## src/rtl/facd_pkg.sv

```systemverilog
// Shared types and constants for the frame and ASCII command deframer.
// Depends on nothing; every other file of the block depends on it.
`default_nettype none

package facd_pkg;

	localparam int unsigned ByteWidth  = 8;
	localparam int unsigned MaxResults = 3;
	localparam int unsigned CountWidth = $clog2(MaxResults + 1);

	localparam logic [ByteWidth-1:0] SlashChar      = 8'h2F;
	localparam logic [ByteWidth-1:0] NewlineChar    = 8'h0A;
	localparam logic [ByteWidth-1:0] FrameStartInit = 8'd126;

	typedef logic [ByteWidth-1:0] byte_t;

	typedef enum logic [2:0] {
		KIND_FRAME       = 3'd0,
		KIND_FRAME_END   = 3'd1,
		KIND_CMD_CHAR    = 3'd2,
		KIND_CMD_DONE    = 3'd3,
		KIND_CMD_DISCARD = 3'd4
	} kind_t;

	typedef struct packed {
		kind_t kind;
		byte_t data_byte;
		logic  last_of_run;
	} result_t;

	// All results caused by one received byte, first result in entry 0.
	typedef struct packed {
		logic [CountWidth-1:0]       count;
		result_t [MaxResults-1:0]    res;
	} group_t;

endpackage

`default_nettype wire

```

## src/rtl/facd_if.sv

```systemverilog
// Valid/ready channel interfaces of the deframer: received bytes, results
// and the start byte register write. Depends on facd_pkg.
`default_nettype none

interface facd_byte_if;
	logic           valid;
	logic           ready;
	facd_pkg::byte_t rx_byte;

	modport source (output valid, output rx_byte, input ready);
	modport sink   (input valid, input rx_byte, output ready);
endinterface

interface facd_result_if;
	logic            valid;
	logic            ready;
	facd_pkg::kind_t kind;
	facd_pkg::byte_t data_byte;
	logic            last_of_run;

	modport source (output valid, output kind, output data_byte, output last_of_run,
		input ready);
	modport sink   (input valid, input kind, input data_byte, input last_of_run,
		output ready);
endinterface

interface facd_cfg_if;
	logic            valid;
	logic            ready;
	facd_pkg::byte_t frame_start_value;

	modport source (output valid, output frame_start_value, input ready);
	modport sink   (input valid, input frame_start_value, output ready);
endinterface

`default_nettype wire

```

## src/rtl/facd_parser.sv

```systemverilog
// Input register, parser state and the decode of one byte into a group of
// up to three results. Depends on facd_pkg and facd_if.
`default_nettype none

module facd_parser (
	input  wire logic            clk,
	input  wire logic            arst_n,
	facd_byte_if.sink            rx,
	facd_cfg_if.sink             cfg,
	output facd_pkg::group_t     grp,
	output logic                 grp_valid,
	input  wire logic            grp_ready
);
	import facd_pkg::*;

	localparam logic [1:0] PH_WAIT = 2'd0;
	localparam logic [1:0] PH_LEN  = 2'd1;
	localparam logic [1:0] PH_BODY = 2'd2;

	logic                  valid_s1;
	byte_t                 byte_s1;
	logic                  fire;

	byte_t                 frame_start_q;
	logic                  cmd_open_q;
	logic [1:0]            phase_q;
	byte_t                 len_high_q;
	logic                  len_seen_q;
	logic [15:0]           remaining_q;

	logic                  cmd_open_d;
	logic [1:0]            phase_d;
	byte_t                 len_high_d;
	logic                  len_seen_d;
	logic [15:0]           remaining_d;

	logic                  is_slash;
	logic                  is_newline;
	logic                  cmd_active;
	logic [15:0]           len_full;
	logic [15:0]           rem_dec;
	logic                  frame_v;
	kind_t                 frame_kind;
	result_t [MaxResults-1:0] cand;
	logic [MaxResults-1:0] cand_v;
	logic [CountWidth-1:0] fill;

	assign fire      = valid_s1 && grp_ready;
	assign rx.ready  = !valid_s1 || fire;
	assign grp_valid = valid_s1;
	assign cfg.ready = 1'b1;

	always_ff @(posedge clk or negedge arst_n) begin
		if (!arst_n) begin
			valid_s1 <= 1'b0;
		end else if (rx.valid && rx.ready) begin
			valid_s1 <= 1'b1;
		end else if (fire) begin
			valid_s1 <= 1'b0;
		end
	end

	always_ff @(posedge clk) begin
		if (rx.valid && rx.ready) begin
			byte_s1 <= rx.rx_byte;
		end
	end

	always_ff @(posedge clk or negedge arst_n) begin
		if (!arst_n) begin
			frame_start_q <= FrameStartInit;
		end else if (cfg.valid && cfg.ready) begin
			frame_start_q <= cfg.frame_start_value;
		end
	end

	// ASCII command parser.
	assign is_slash   = (byte_s1 == SlashChar);
	assign is_newline = (byte_s1 == NewlineChar);
	assign cmd_active = cmd_open_q || is_slash;
	assign cmd_open_d = cmd_active && !is_newline;

	// Binary frame parser.
	assign len_full = {len_high_q, byte_s1};
	assign rem_dec  = remaining_q - 16'd1;

	always_comb begin
		phase_d     = phase_q;
		len_high_d  = len_high_q;
		len_seen_d  = len_seen_q;
		remaining_d = remaining_q;
		frame_v     = 1'b1;
		frame_kind  = KIND_FRAME;
		case (phase_q)
			PH_LEN: begin
				if (!len_seen_q) begin
					len_high_d = byte_s1;
					len_seen_d = 1'b1;
				end else begin
					len_seen_d = 1'b0;
					if (len_full == 16'd0) begin
						phase_d    = PH_WAIT;
						frame_kind = KIND_FRAME_END;
					end else begin
						remaining_d = len_full;
						phase_d     = PH_BODY;
					end
				end
			end
			PH_BODY: begin
				remaining_d = rem_dec;
				if (rem_dec == 16'd0) begin
					phase_d    = PH_WAIT;
					frame_kind = KIND_FRAME_END;
				end
			end
			default: begin
				// The unused phase code behaves as waiting for the start byte.
				if (byte_s1 == frame_start_q) begin
					phase_d    = PH_LEN;
					len_seen_d = 1'b0;
				end else begin
					phase_d = PH_WAIT;
					frame_v = 1'b0;
				end
			end
		endcase
	end

	// Candidates in delivery order: discard mark, command result, frame byte.
	always_comb begin
		cand[0] = '{kind: KIND_CMD_DISCARD, data_byte: '0, last_of_run: 1'b0};
		cand[1] = is_newline
			? '{kind: KIND_CMD_DONE, data_byte: '0, last_of_run: 1'b0}
			: '{kind: KIND_CMD_CHAR, data_byte: byte_s1, last_of_run: 1'b0};
		cand[2] = '{kind: frame_kind, data_byte: byte_s1, last_of_run: 1'b0};
		cand_v  = {frame_v, cmd_active, is_slash && cmd_open_q};
	end

	always_comb begin
		grp.res = '0;
		fill    = '0;
		for (int i = 0; i < MaxResults; i++) begin
			if (cand_v[i]) begin
				grp.res[fill[1:0]] = cand[i];
				fill               = fill + 1'b1;
			end
		end
		for (int i = 0; i < MaxResults; i++) begin
			grp.res[i].last_of_run = (fill != '0) && (CountWidth'(i) == fill - 1'b1);
		end
		grp.count = fill;
	end

	always_ff @(posedge clk or negedge arst_n) begin
		if (!arst_n) begin
			cmd_open_q  <= 1'b0;
			phase_q     <= PH_WAIT;
			len_high_q  <= '0;
			len_seen_q  <= 1'b0;
			remaining_q <= '0;
		end else if (fire) begin
			cmd_open_q  <= cmd_open_d;
			phase_q     <= phase_d;
			len_high_q  <= len_high_d;
			len_seen_q  <= len_seen_d;
			remaining_q <= remaining_d;
		end
	end

`ifndef ASSERT_OFF
	a_phase_legal: assert property (@(posedge clk) disable iff (!arst_n)
		phase_q != 2'd3)
		else $error("frame phase took the unused code");

	a_seen_in_len: assert property (@(posedge clk) disable iff (!arst_n)
		len_seen_q |-> (phase_q == PH_LEN))
		else $error("length byte flag set outside the length phase");

	a_body_nonzero: assert property (@(posedge clk) disable iff (!arst_n)
		(phase_q == PH_BODY) |-> (remaining_q != 16'd0))
		else $error("payload phase with nothing left to receive");
`endif

endmodule

`default_nettype wire

```

## src/rtl/facd_emitter.sv

```systemverilog
// Result register that holds one group and hands its results out one per
// transaction, first entry first. Depends on facd_pkg and facd_if.
`default_nettype none

module facd_emitter (
	input  wire logic               clk,
	input  wire logic               arst_n,
	input  wire facd_pkg::group_t   grp,
	input  wire logic               grp_valid,
	output logic                    grp_ready,
	facd_result_if.source           res
);
	import facd_pkg::*;

	logic [CountWidth-1:0]    count_s2;
	result_t [MaxResults-1:0] res_s2;
	logic                     take;
	logic                     load;

	assign res.valid       = (count_s2 != '0);
	assign res.kind        = res_s2[0].kind;
	assign res.data_byte   = res_s2[0].data_byte;
	assign res.last_of_run = res_s2[0].last_of_run;

	assign take      = res.valid && res.ready;
	assign grp_ready = (count_s2 == '0) || ((count_s2 == CountWidth'(1)) && take);
	assign load      = grp_valid && grp_ready;

	always_ff @(posedge clk or negedge arst_n) begin
		if (!arst_n) begin
			count_s2 <= '0;
		end else if (load) begin
			count_s2 <= grp.count;
		end else if (take) begin
			count_s2 <= count_s2 - 1'b1;
		end
	end

	always_ff @(posedge clk) begin
		if (load) begin
			res_s2 <= grp.res;
		end else if (take) begin
			for (int i = 0; i < MaxResults - 1; i++) begin
				res_s2[i] <= res_s2[i+1];
			end
		end
	end

`ifndef ASSERT_OFF
	a_last_on_final: assert property (@(posedge clk) disable iff (!arst_n)
		(count_s2 == CountWidth'(1)) |-> res_s2[0].last_of_run)
		else $error("final result of a group lacks its end mark");

	a_no_early_last: assert property (@(posedge clk) disable iff (!arst_n)
		(count_s2 > CountWidth'(1)) |-> !res_s2[0].last_of_run)
		else $error("end mark on a result that is not the last of its group");

	a_hold_on_stall: assert property (@(posedge clk) disable iff (!arst_n)
		(res.valid && !res.ready) |=> (count_s2 == $past(count_s2)))
		else $error("result count moved while the receiver stalled");
`endif

endmodule

`default_nettype wire

```

## src/rtl/frame_and_ascii_command_deframer_top.sv

```systemverilog
// Top level of the frame and ASCII command deframer.
// Depends on facd_pkg, facd_if, facd_parser and facd_emitter.
//
// Channels: rx carries one received byte per transaction; res carries one
// result per transaction (kind, data_byte, last_of_run); cfg writes the byte
// value that opens a binary frame and is always ready.
// Each byte is decoded by a binary frame parser and an ASCII command parser
// side by side and gives zero to three results, ASCII results first; the
// last result of a byte carries last_of_run.
// A byte taken from rx is decoded in the input register, and its results are
// then loaded into the result register, from which the first can be taken.
// Throughput: one byte per cycle while each byte gives at most one result
// and the receiver does not stall. A byte with k results holds the result
// register for k transactions, since the port moves one result in each.
// When the receiver stalls, the result register holds, one more byte waits
// in the input register and rx then drops ready.
// Reset clears both parsers, empties both registers and sets the frame start
// value to 126.
`default_nettype none

module frame_and_ascii_command_deframer_top (
	input  wire logic     clk,
	input  wire logic     arst_n,
	facd_byte_if.sink     rx,
	facd_result_if.source res,
	facd_cfg_if.sink      cfg
);
	import facd_pkg::*;

	group_t grp;
	logic   grp_valid;
	logic   grp_ready;

	facd_parser u_parser (
		.clk       (clk),
		.arst_n    (arst_n),
		.rx        (rx),
		.cfg       (cfg),
		.grp       (grp),
		.grp_valid (grp_valid),
		.grp_ready (grp_ready)
	);

	facd_emitter u_emitter (
		.clk       (clk),
		.arst_n    (arst_n),
		.grp       (grp),
		.grp_valid (grp_valid),
		.grp_ready (grp_ready),
		.res       (res)
	);

endmodule

`default_nettype wire

```

## src/flat_wrapper.sv

```systemverilog
// flat-port wrapper written by rule: the top's interface ports become plain ports
module frame_and_ascii_command_deframer_top_flat import facd_pkg::*;
  (clk, arst_n, rx_valid, rx_rx_byte, rx_ready, res_valid, res_kind, res_data_byte, res_last_of_run, res_ready, cfg_valid, cfg_frame_start_value, cfg_ready);
  facd_byte_if rx_i ();
  facd_result_if res_i ();
  facd_cfg_if cfg_i ();
  input  wire logic clk;
  input  wire logic arst_n;
  input wire logic [$bits(rx_i.valid)-1:0] rx_valid;
  input wire logic [$bits(rx_i.rx_byte)-1:0] rx_rx_byte;
  output wire logic [$bits(rx_i.ready)-1:0] rx_ready;
  output wire logic [$bits(res_i.valid)-1:0] res_valid;
  output wire logic [$bits(res_i.kind)-1:0] res_kind;
  output wire logic [$bits(res_i.data_byte)-1:0] res_data_byte;
  output wire logic [$bits(res_i.last_of_run)-1:0] res_last_of_run;
  input wire logic [$bits(res_i.ready)-1:0] res_ready;
  input wire logic [$bits(cfg_i.valid)-1:0] cfg_valid;
  input wire logic [$bits(cfg_i.frame_start_value)-1:0] cfg_frame_start_value;
  output wire logic [$bits(cfg_i.ready)-1:0] cfg_ready;
  assign rx_i.valid = rx_valid;
  assign rx_i.rx_byte = rx_rx_byte;
  assign rx_ready = rx_i.ready;
  assign res_valid = res_i.valid;
  assign res_kind = res_i.kind;
  assign res_data_byte = res_i.data_byte;
  assign res_last_of_run = res_i.last_of_run;
  assign res_i.ready = res_ready;
  assign cfg_i.valid = cfg_valid;
  assign cfg_i.frame_start_value = cfg_frame_start_value;
  assign cfg_ready = cfg_i.ready;
  frame_and_ascii_command_deframer_top u_core (.clk(clk), .arst_n(arst_n), .rx(rx_i), .res(res_i), .cfg(cfg_i));
endmodule
```

## config.mk

```make
export PLATFORM = sky130hd
export DESIGN_NAME = frame_and_ascii_command_deframer_top_flat
export DESIGN_NICKNAME = d
export VERILOG_FILES = /design/src/rtl/facd_pkg.sv /design/src/rtl/facd_if.sv /design/src/rtl/facd_parser.sv /design/src/rtl/facd_emitter.sv /design/src/rtl/frame_and_ascii_command_deframer_top.sv /design/src/flat_wrapper.sv
export SDC_FILE = /design/constraint.sdc
export NUM_CORES = 1
export LEC_CHECK = 0
export BUFFER_PORTS_ARGS = -buffer_cell sky130_fd_sc_hd__buf_4
export CORE_MARGIN = 2
export CORE_UTILIZATION = 60
export CTS_BUF_LIST = sky130_fd_sc_hd__clkbuf_2
export DETAILED_ROUTE_END_ITERATION = 8
export PLACE_DENSITY = 0.83
export SLEW_MARGIN = 15
export SYNTH_ARGS = -nofsm -noshare
export SYNTH_HDL_FRONTEND = slang
export SYNTH_SLANG_ARGS = --single-unit
```

## constraint.sdc

```tcl
create_clock -name clk -period 3.5 [get_ports clk]
set_clock_uncertainty 0.05 [all_clocks]
set_input_delay 0.7 -clock clk [delete_from_list [all_inputs] [get_ports clk]]
set_output_delay 0.7 -clock clk [all_outputs]
set_load 0.05 [all_outputs]
```

* After elaboration in Yosys (flattened, before gate mapping)
Index checks and enable logic that the tools add are counted.
** Word-level totals
- Register bits :: 83
- Bits of input ports :: 21
- Output and inout port bits :: 15
- Logic and storage cells :: 107
** Cells by class
- Add/subtract/negate cells :: 5
- Magnitude comparators :: 4
- Equality and inequality tests :: 11
- Muxes and demuxes :: 36
- Bitwise operators :: 2
- Reduce and logical (&&, ||, !) cells :: 31
** Operators by type and width (count)
- bitwise mux 36 bit :: 2
- 2-to-1 mux 36 bit :: 2
- demux 12 bit (select 2 bit) :: 2
- 2-to-1 mux 24 bit :: 2
- 2-to-1 mux 12 bit :: 3
- logical NOT 16 bit :: 2
- 2-to-1 mux 16 bit :: 2
- case mux 16 bit (2 select lines) :: 1
- subtractor 16 x 1 -> 16 bit, second input constant :: 1
- 2-to-1 mux 2 bit :: 7
- nonzero test 2 bit :: 6
- logical AND 1 bit :: 11
- 2-to-1 mux 1 bit :: 11
- 2-to-1 mux 10 bit :: 1
- AND reduction 3 bit :: 3
- equality test 8 x 4 -> 1 bit, second input constant :: 1
- equality test 8 x 6 -> 1 bit, second input constant :: 1
- equality test 8 bit :: 1
- < comparator 2 x 3 -> 1 bit, second input constant :: 2
- inequality test 2 bit, second input constant :: 3
- adder 2 x 1 -> 2 bit, second input constant :: 2
- equality test 2 x 1 -> 1 bit, second input constant :: 2
- greater-or-equal comparator 2 x 1 -> 1 bit, second input constant :: 2
- logical NOT 2 bit :: 2
- other kinds (11) :: 17

* Logic depth before layout (Yosys ltp)
Gate-level depths: netlist of run 1.
- Depth after elaboration :: 12
- Gate-level depth with buffers :: 10
- Gate-level depth less buffers :: 8

* Modules after synthesis
A second synthesis of run 1 with hierarchy kept.
** Second synthesis, totals
- Cells, all modules :: 397
- Area total of the unflattened synthesis :: 4644.5 um^2
** By module, submodules not included
- facd_parser :: instances 1, cells each 308, area each 2915.3 um^2, seq. area each 1173.6 um^2
- facd_emitter :: instances 1, cells each 89, area each 1729.2 um^2, seq. area each 1131.1 um^2

* Worst setup path before layout of run 1
OpenSTA, ideal clock, no wires.
- Path kind :: register to register
- Start :: register u_core.u_parser.byte_s1[7]
- End :: register u_core.u_emitter.res_s2[21] (netlist name) (data pin)
- Library setup time :: 0.152 ns
- Arrival time :: 2.394 ns
- Data required time :: 3.298 ns
- Path slack :: 0.903 ns
- Stages on the path, launching flop included :: 8
- Buffers on the path :: 1
- Period minus slack after synthesis :: 2.597 ns
- Cell sequence :: edfxtp_1 -> or3_1 -> or3_2 -> ha_1 -> clkbuf_2 -> nand2b_1 -> or4_1 -> o21ai_0
** Between the ends
- Word-level cells in the longest chain between the ends :: 12
- Elaborated cells between the ends (all ways) :: 30
- Classes of those cells :: add/sub: 1; order compare: 4; eq/ne: 3; mux: 17; reduce/logical: 5
** RTL lines
- start: declaration :: RTL line facd_parser.sv:21 : byte_t byte_s1;
- start signal: assignment :: RTL line facd_parser.sv:65 : byte_s1 <= rx.rx_byte;
- equality test 8 x 6 -> 1 bit :: RTL line facd_parser.sv:78 : assign is_slash = (byte_s1 == SlashChar);
- logical AND 1 bit :: RTL line facd_parser.sv:137 : cand_v = {frame_v, cmd_active, is_slash && cmd_open_q};
- 2-to-1 mux 1 bit :: RTL line facd_parser.sv:144 : if (cand_v[i]) begin
- adder 2 x 1 -> 2 bit, or another cell as far along :: RTL line facd_parser.sv:146 : fill = fill + 1'b1;
- 2-to-1 mux 2 bit / logical AND 1 bit (equally long branches) :: RTL line facd_parser.sv:144, facd_parser.sv:145
- < comparator 2 x 3 -> 1 bit (not written as such), or another cell as far along :: RTL line facd_parser.sv:145 : grp.res[fill[1:0]] = cand[i];
- logical AND 1 bit (not written as such) / demux 12 bit (select 2 bit) (equally long branches) :: RTL line facd_parser.sv:145
- 2-to-1 mux 12 bit (not written as such) / bitwise mux 36 bit (equally long branches) :: RTL line facd_parser.sv:145
- demux 12 bit (select 2 bit) / 2-to-1 mux 36 bit (equally long branches) :: RTL line facd_parser.sv:145, facd_parser.sv:144
- bitwise mux 36 bit :: RTL line facd_parser.sv:145
- 2-to-1 mux 36 bit * :: RTL line facd_parser.sv:144
- 2-to-1 mux 24 bit * :: RTL line facd_emitter.sv:40 : if (load) begin
- end signal: assignment :: RTL line facd_emitter.sv:41 : res_s2 <= grp.res;
- end signal: indexed assignment :: RTL line facd_emitter.sv:44 : res_s2[i] <= res_s2[i+1];
- end: declaration :: RTL line facd_emitter.sv:16 : result_t [MaxResults-1:0] res_s2;
Mark *: on every way between the ends. The rest lies on a longest branch, timed or not.
A chain may end at the register's enable or synchronous reset.

* Final worst setup path of run 1
- Start :: register u_core.u_parser.byte_s1[7]
- End :: register u_core.u_emitter.res_s2[20] (netlist name) (data pin)
The elaborated chain is that of the path after synthesis.

==> results.md, run 1 <==
Synthesis:
- After synthesis, the share of flip-flops with an asynchronous set or reset is 0.494.
- Synthesis produced a netlist with a net count of between 400 and 500.
- Synthesis inferred 79 register bits.
- Among all flip-flop cells after synthesis, the most frequent one is edfxtp_1.
- In the synthesized netlist, the number of instances is approximately 400.
- The share of the Yosys chip area taken by registers is 0.512.
- The synthesized design contains 40 enable-type register cells.
- In this run the cell area of the synthesized design comes to about 4300 µm².
- The total of warnings raised by yosys is 0.
- The mean post-synth cell area is 10.6 µm².
- The count of different cell masters after synthesis is 67.

Routing:
- The first TritonRoute pass finished after 5 iterations.
- For this run, design rule violations remaining after detail routing come to 0.
- In the routed layout, each cell is associated on average with a via count of just over 6.
- Once detail routing completed, the nets flagged for antenna violations numbered 0.
- Wires add up to ~9.3 mm.
- The wire length per cell after detailed routing is 17.9 µm.
- The total via count after detailed routing is 3209.
- The detailed router finished its first iteration with roughly 390 violations.

Clock network:
- Once the clock tree was built, the resizer swapped 0 gates to a different size.
- The cell at the root of the clock tree is clkbuf_2.
- The tree built by TritonCTS fans out to 79 sinks.
- The maximum level of the CTS H-tree is 3.
- The clock tree from TritonCTS is yes.
- In this run, post-CTS hold repair placed 0 buffers.
- The clock tree buffer depth is 2.
- The total CTS buffers is 9.
- Buffers added to address setup during post-CTS repair amount to 0.
- Clock-pin slew was measured on the worst setup and hold paths at roughly 240 ps.
- The clock insertion delay at the later pin of the skew report is roughly 540 ps.

Layout:
- Compared with the post-synthesis result, the final layout area differs by 7.86%.
- The number of antenna cells inserted is 0.
- Across the whole layout, storage elements account for 2180 µm².
- The utilization of the core after routing is 0.673.
- In the final design database the tool counted roughly 450 nets.
- The multi-input combinational cell area is 1810 µm².
- The fill cell instance count of the final layout is 540.
- In the final layout, the share of cells above drive strength 1 is 0.207.

Pwr:
- The highest ir drop seen on vdd is 0.000407 V.
- For this design the static power due to leakage is 0.00182 µW.
- The total power divided by cell area is 776 nW/µm².

Job:
- Across the run, the number of max-cap violations was 0.

Worst setup path:
- For this design, the slowest cell found on the critical path is edfxtp_1.
- The critical path goes through or3_1 -> or3_2 -> ha_1 -> nand2_1 -> a21oi_1 -> a22o_2.
- The largest incremental delay on the critical path is 550 ps.
- The required time of the worst setup path is ~3900 ps.
- STA puts the critical path data arrival time at around 3300 ps.
- STA classifies the critical path endpoint as a flip-flop.
- The critical path is of the reg2reg type.
- The depth of the worst register-to-register path is 6.
- The startpoint type of the worst setup path is a flip-flop.
- The highest fanout seen on the critical path is 7.
- In this run the register-to-register setup slack is roughly 610 ps.

Die:
- The die covers approximately 8000 µm².
- The initial utilization of the core area, before any placement, comes to 0.624.
- The die span in x is a little under 90 µm.
- The overall die height is just under 90 µm.
- The total core area is just under 7000 µm².
- For this design the top-level I/O count stands at 36.
- The standard-cell row count is 30.

STA:
- Setup violations remaining at the end of the flow were counted as 0.
- The final number of hold-violating endpoints is 0.
- The final number of max-transition violations came to 0.
- The worst pin sits at a relative slew slack of 0.156.
- At the pin with the least slew margin, the transition time is roughly 1300 ps.
- The setup total negative slack is 0 ps.
- Setup repair after global routing left no endpoint under its margin.
- Across all setup checks in the final design, the least slack found is approximately 610 ps.
- The maximum operating frequency is 346 MHz.
- The clock period minus worst slack is roughly 2900 ps.
- Of the available clock period, the critical path in the final layout requires 0.827.

Hold path:
- The class of the tightest hold or removal check is in2async.

Place:
- The last weighted congestion value of the routability-driven placer is 0.910.
- Input and output buffers added on the ports amount to 34.
- At the placement stage, the worst setup path has a slack of 633 ps.
- After legalization and detailed placement, the total HPWL measured between 6 and 7 mm.

GRT:
- The number of global-route vias before repair was about 3100.
- Across every metal layer, demand over resource in global routing totals 0.255.
- The number of antenna violations at the first check in global routing is 0.
- The total overflow reported by the global router is 0.
- The first global-routing pass estimated approximately 15 mm of wire.
- Entering global routing, the biggest net connects 40 pins.

Status:
- The flow ran to the end, and the final reports show no timing, DRC or antenna violations.
## area by class of cell
class,count,share of cell area
multi-input cells,269,0.393
clock buffers,9,0.00979
repair buffers,40,0.0653
inverters,17,0.0139
clock inverters,7,0.0171
flip-flops and latches,79,0.475
well taps,96,0.0261
## report_power, final
part / switching [µW] / internal (µW)
sequential: 295 / 1400
combinational: 860 / 491
clock: 352 / 174
total: 1510 / 2060
## worst max-delay path: cells and delay by family, from the launching register on
kind,cells,cell delay (ps)
AO/OA/AOI/OAI,2,650
adder cells (fa/ha/maj),1,450
flip-flops,1,550
AND/OR/NAND/NOR,3,1100
## per-layer routing
metal | up-vias | wire (µm) | track usage
met1 | 1550 | 3950 | 0.336
met4 | 0 | 177 | 0.102
met2 | 140 | 4490 | 0.408
met3 | 20 | 634 | 0.0625
li1 | 1499 | - | -
met5 | - | 0 | 0
## synth_stat cells (10+ instances only)
| master | n | share of area |
|---|---|---|
| a21oi_1 | 20 | 0.023 |
| a22o_1 | 13 | 0.027 |
| buf_4 | 14 | 0.025 |
| clkbuf_1 | 20 | 0.018 |
| dfrtp_1 | 33 | 0.19 |
| edfxtp_1 | 40 | 0.28 |
| ha_1 | 10 | 0.029 |
| inv_1 | 17 | 0.015 |
| mux2_2 | 16 | 0.042 |
| nand2_1 | 34 | 0.030 |
| nand3_1 | 14 | 0.016 |
| nor2_1 | 19 | 0.017 |
| o21ai_0 | 23 | 0.027 |
| xnor2_1 | 10 | 0.021 |
## kinds of logic (layout without fill, tap and decap cells)
logic type / Yosys count / count (layout) / synth area share
AND/OR/NAND/NOR: 127 / 127 / 0.159
AO/OA/AOI/OAI: 99 / 99 / 0.158
flip-flops: 79 / 79 / 0.512
buffers and inverters: 55 / 73 / 0.0639
multiplexers: 21 / 21 / 0.0540
XOR/XNOR: 11 / 11 / 0.0226
adder cells (fa/ha/maj): 10 / 10 / 0.0293
other: 1 / 1 / 0.000879
## sequential cells by signal (all words and copies together), names as in the netlist, 2 cells and up
signal and flops:
u_core.u_parser.remaining_q 16, u_core.u_emitter.count_s2 2, u_core.u_emitter.res_s2 20, u_core.u_parser.byte_s1 8, u_core.u_parser.len_high_q 8, u_core.u_emitter.res.data_byte 8
u_core.u_parser.phase_q 2, u_core.u_parser.frame_start_q 8, u_core.u_emitter.res.kind 3
## cell usage in the layout (no fill, tap or decap), types with 7 or more instances in the layout
cell,n
buf_4,40
edfxtp_1,40
nand2_1,34
dfrtp_1,33
o21ai_0,23
a21oi_1,20
nor2_1,19
inv_1,17
mux2_2,16
nand3_1,14
a22o_1,13
xnor2_1,10
ha_1,10
clkbuf_2,9
nand4_1,7
nor3_1,7
and3_1,7
## through the flow
stage	instance area (µm²)	cells	hold WS [ps]	power [µW]
6_report	4600	517	40.1	3570
5_1_grt	4600	517	36.4	3780
3_3_place_gp	4480	501	455	2990
4_1_cts	4600	517	41.4	3570
3_5_place_dp	4480	501	463	3050
2_1_floorplan	4270	403	354	2740
## path summary, 6_finish.rpt
check                                                 from                               end
worst max-delay path            u_core.u_parser.byte_s1[7]       u_core.u_emitter.res_s2[20]
worst min-delay path                                arst_n    u_core.u_parser.remaining_q[5]
worst max register to register  u_core.u_parser.byte_s1[7]       u_core.u_emitter.res_s2[20]
worst min register to register  u_core.u_parser.len_seen_q        u_core.u_parser.len_seen_q
max in group asynchronous                           arst_n  u_core.u_parser.frame_start_q[1]
min in group clk                             rx_rx_byte[2]        u_core.u_parser.byte_s1[2]
(Power assumes the default switching activity.)
==> inputs of run 2 (changes only) <==
--- a/config.mk
+++ b/config.mk
@@ -7,10 +7,10 @@
 export LEC_CHECK = 0
 export BUFFER_PORTS_ARGS = -buffer_cell sky130_fd_sc_hd__buf_4
 export CORE_MARGIN = 2
-export CORE_UTILIZATION = 60
+export CORE_UTILIZATION = 56
 export CTS_BUF_LIST = sky130_fd_sc_hd__clkbuf_2
 export DETAILED_ROUTE_END_ITERATION = 8
-export PLACE_DENSITY = 0.83
+export PLACE_DENSITY = 0.81
 export SLEW_MARGIN = 15
 export SYNTH_ARGS = -nofsm -noshare
 export SYNTH_HDL_FRONTEND = slang
==> constraint.sdc (replaced) <==
create_clock -name clk -period 2.5 [get_ports clk]
set_clock_uncertainty 0.05 [all_clocks]
set_input_delay 0.5 -clock clk [delete_from_list [all_inputs] [get_ports clk]]
set_output_delay 0.5 -clock clk [all_outputs]
set_load 0.05 [all_outputs]
==> results.md, run 2 (same netlist as run 1, synthesis figures left out) <==
Worst setup path:
- The endpoint identified for the worst register-to-register timing path is u_core.u_emitter.res_s2[16].
- The required time of the worst setup path is 2890 ps (-1000 ps).
- The critical path endpoint category is a flip-flop.
- The highest fanout seen on the critical path is 5 (-2).
- On the critical path, the stage with the largest delay is an instance of edfxtp_1.
- The worst setup path category is reg2reg.
- The startpoint type of the worst setup path is a flip-flop.
- The startpoint identified for the worst register-to-register timing path is u_core.u_parser.byte_s1[6].
- The cell family contributing the most delay on the critical path is simple AND/OR/NAND/NOR gates.
- The combined buffer and inverter count along the critical path is 1 (+1).
- The worst path arrival time is 2830 ps (-450 ps).
- The depth of the worst register-to-register path came to 8 (+2).
- The register-to-register setup slack came to 60 ps (-550 ps).
- Walking the worst path, the cells encountered are or3_1 -> or3_4 -> inv_1 -> ha_4 -> nand2b_1 -> or2b_1 -> a21oi_2 -> a22o_1.
- The largest incremental delay on the critical path is 460 ps (-90 ps).

Clock network:
- The maximum level of the CTS H-tree came to 3 (unchanged).
- The total number of clock tree sinks is 79 (unchanged).
- The clock insertion delay at the later pin of the skew report is 560 ps (+20 ps).
- The cell at the root of the clock tree is clkbuf_2.
- The clock tree buffer depth is 2 (unchanged).
- TritonCTS built the clock tree.
- The register clock-pin slew on the reported worst setup and hold paths is 230 ps (about the same).
- The total CTS buffers is 9 (unchanged).

Place:
- The number of buffers added on ports is 34 (unchanged).
- The sum of net half-perimeters after detailed placement is 6.49 mm (+0.91%).
- The cell count after placement is 526 (+5.0%).
- The setup slack after placement is 109 ps (-524 ps).
- The last weighted congestion value of the routability-driven placer was 0.925 (+1.7%).

Layout:
- The largest registers in the layout are u_core.u_emitter.res_s2 x20, u_core.u_parser.remaining_q x16.
- The final cell count without fillers is 543 (+5.0%).
- The utilization of the core after routing is 0.663 (-0.0104).
- The number of antenna cells inserted is 0 (unchanged).
- The net count of the finished layout is 470 (+5.1%).
- The flip-flop count of the largest register after layout is 20 (unchanged).
- The register with the highest flop count is u_core.u_emitter.res_s2.
- The ratio of cells with drive above 1 in the final layout was 0.270 (+0.0636).
- The most frequent standard cell in the layout excluding fill and tap cells is buf_4.
- The area growth from synthesis to layout is 14.0%.
- Leaving out fill and tap cells, the most frequent cells in the layout are 61 x buf_4, 40 x edfxtp_1, 34 x nand2_1, 33 x dfrtp_1, 23 x o21ai_0.

Die:
- The floorplan die area is 8330 µm² (+6.8%).
- The overall die height is 91.3 µm (+3.4%).
- The die span in x is 91.3 µm (+3.4%).
- The standard-cell row count is 31 (+3.3%).
- The initial cell density of the core is 0.582 (-0.0425).
- The total core area is 7330 µm² (+7.3%).
- The boundary pin count is 36 (unchanged).

Routing:
- The routed length on met3 is 743 µm (+17%).
- The highest metal layer carrying signal wires in the routed design is met4.
- The wire length per cell after detailed routing is 17.3 µm (-3.1%).
- The total via count after detailed routing was 3356 (+4.6%).
- The DRC violation count after routing came to 0 (unchanged).
- The count of TritonRoute iterations in the first routing pass was 6 (+1).
- The detailed router's first-iteration violation count came to 603 (+56%).
- The number of routed nets with antenna violations is 0 (unchanged).
- The wire length on met1 is 4.10 mm (+3.7%).
- The detailed route wirelength on metal2 is 4.47 mm (-0.51%).
- The final routed wirelength across all metal layers is 9.42 mm (+1.8%).
- The ratio of routed vias to standard cells was 6.18 (-0.43%).

Pwr:
- The highest ir drop seen on vdd is 0.000489 V (+20%).
- The total power divided by cell area is 1050 nW/µm² (+36%).
- The static leakage power is 0.00193 µW (+6.3%).
- The overall power is 5120 µW (+43%).

GRT:
- The pin count of the biggest net entering global routing was 40 (unchanged).
- The number of antenna violations at the first check in global routing was 0 (unchanged).
- The number of global-route vias before repair is 3194 (+4.5%).
- The total overflow reported by the global router is 0 (unchanged).
- The wire length of the first global-routing pass came to 15.4 mm (+2.8%).
- The total track usage is 0.234 (-0.0207).

STA:
- The post-route clock period utilization is 0.976 (+0.149).
- The final number of max-transition violations was 0 (unchanged).
- The clock period minus worst slack was 2440 ps (-455 ps).
- The maximum operating frequency is 410 MHz (+19%).
- The smallest setup slack after layout is 60.4 ps (-545 ps).
- The worst-case headroom to the max-slew limit is 0.573 (+0.418).
- The final number of hold-violating endpoints is 0 (unchanged).
- The number of setup violations in the final report is 0 (unchanged).
- The slew at the pin with the worst max-slew slack is 638 ps (-619 ps).
- Setup repair after global routing could not meet its margin everywhere.

Hold path:
- The launch instance of the worst min-delay path is rx_rx_byte[6].
- The class of the tightest hold or removal check is in2reg.
- The worst hold path cell count is 1.
- The destination of the worst hold path is u_core.u_parser.byte_s1[6].

Job:
- The count of maximum capacitance violations is 0 (unchanged).

Status:
- The flow ran to the end, and the final reports show no timing, DRC or antenna violations.
run 2: timing repair:
item                                    4_1_cts  5_1_grt
resized for setup                             0       14
hold endpoints to repair                     33        0
endpoints found under the setup margin        0       22
hold buffers                                  1        0
buffers inserted                              0        0
run 2: per-layer routing:
metal  vias up  GRT usage
li1       1544          -
met1      1614      0.320
met2       182      0.367
met3        16     0.0631
met4         0     0.0694
met5         -          0
run 2: worst max-delay path by stage:
stage	start	end	slack, ps	depth (start not counted)
floorplan	u_core.u_parser.byte_s1[4]	u_core.u_emitter.res_s2[21]	20	7
global placement	u_core.u_parser.byte_s1[4]	u_core.u_emitter.res_s2[21]	170	6
detailed placement	u_core.u_parser.byte_s1[4]	u_core.u_emitter.res_s2[20]	110	7
CTS	u_core.u_parser.byte_s1[4]	u_core.u_emitter.res_s2[20]	70	7
global route	u_core.u_parser.remaining_q[1]	u_core.u_parser.phase_q[1]	-40	9
finish	u_core.u_parser.byte_s1[6]	u_core.u_emitter.res_s2[16]	60	8
run 2: area by class of cell:
| cell class | count | area [µm²] |
|---|---|---|
| Timing Repair Buffer | 63 | 488 |
| Clock buffer | 9 | 45.0 |
| Sequential cell | 79 | 2180 |
| Inverter | 17 | 63.8 |
| Multi-Input combinational cell | 269 | 1900 |
| Clock inverter | 7 | 56.3 |
| Tap cell | 99 | 124 |
| Fill cell | 537 | 2470 |
run 2: where the power goes:
part	switching (µW)	leakage [µW]	internal, µW	total, µW
combinational	1370	0.000991	838	2210
clock	498	0.0000581	141	640
sequential	310	0.000883	1950	2260
run 2: per-stage QoR:
step / setup TNS (ps) / instance area [µm²] / hold WS (ps)
after global routing: -95.9 / 4860 / 20.0
after global placement: 0 / 4660 / 450
after CTS: 0 / 4770 / 44.8
final: 0 / 4860 / 56.3
after floorplan: 0 / 4270 / 154
after detailed placement: 0 / 4660 / 456
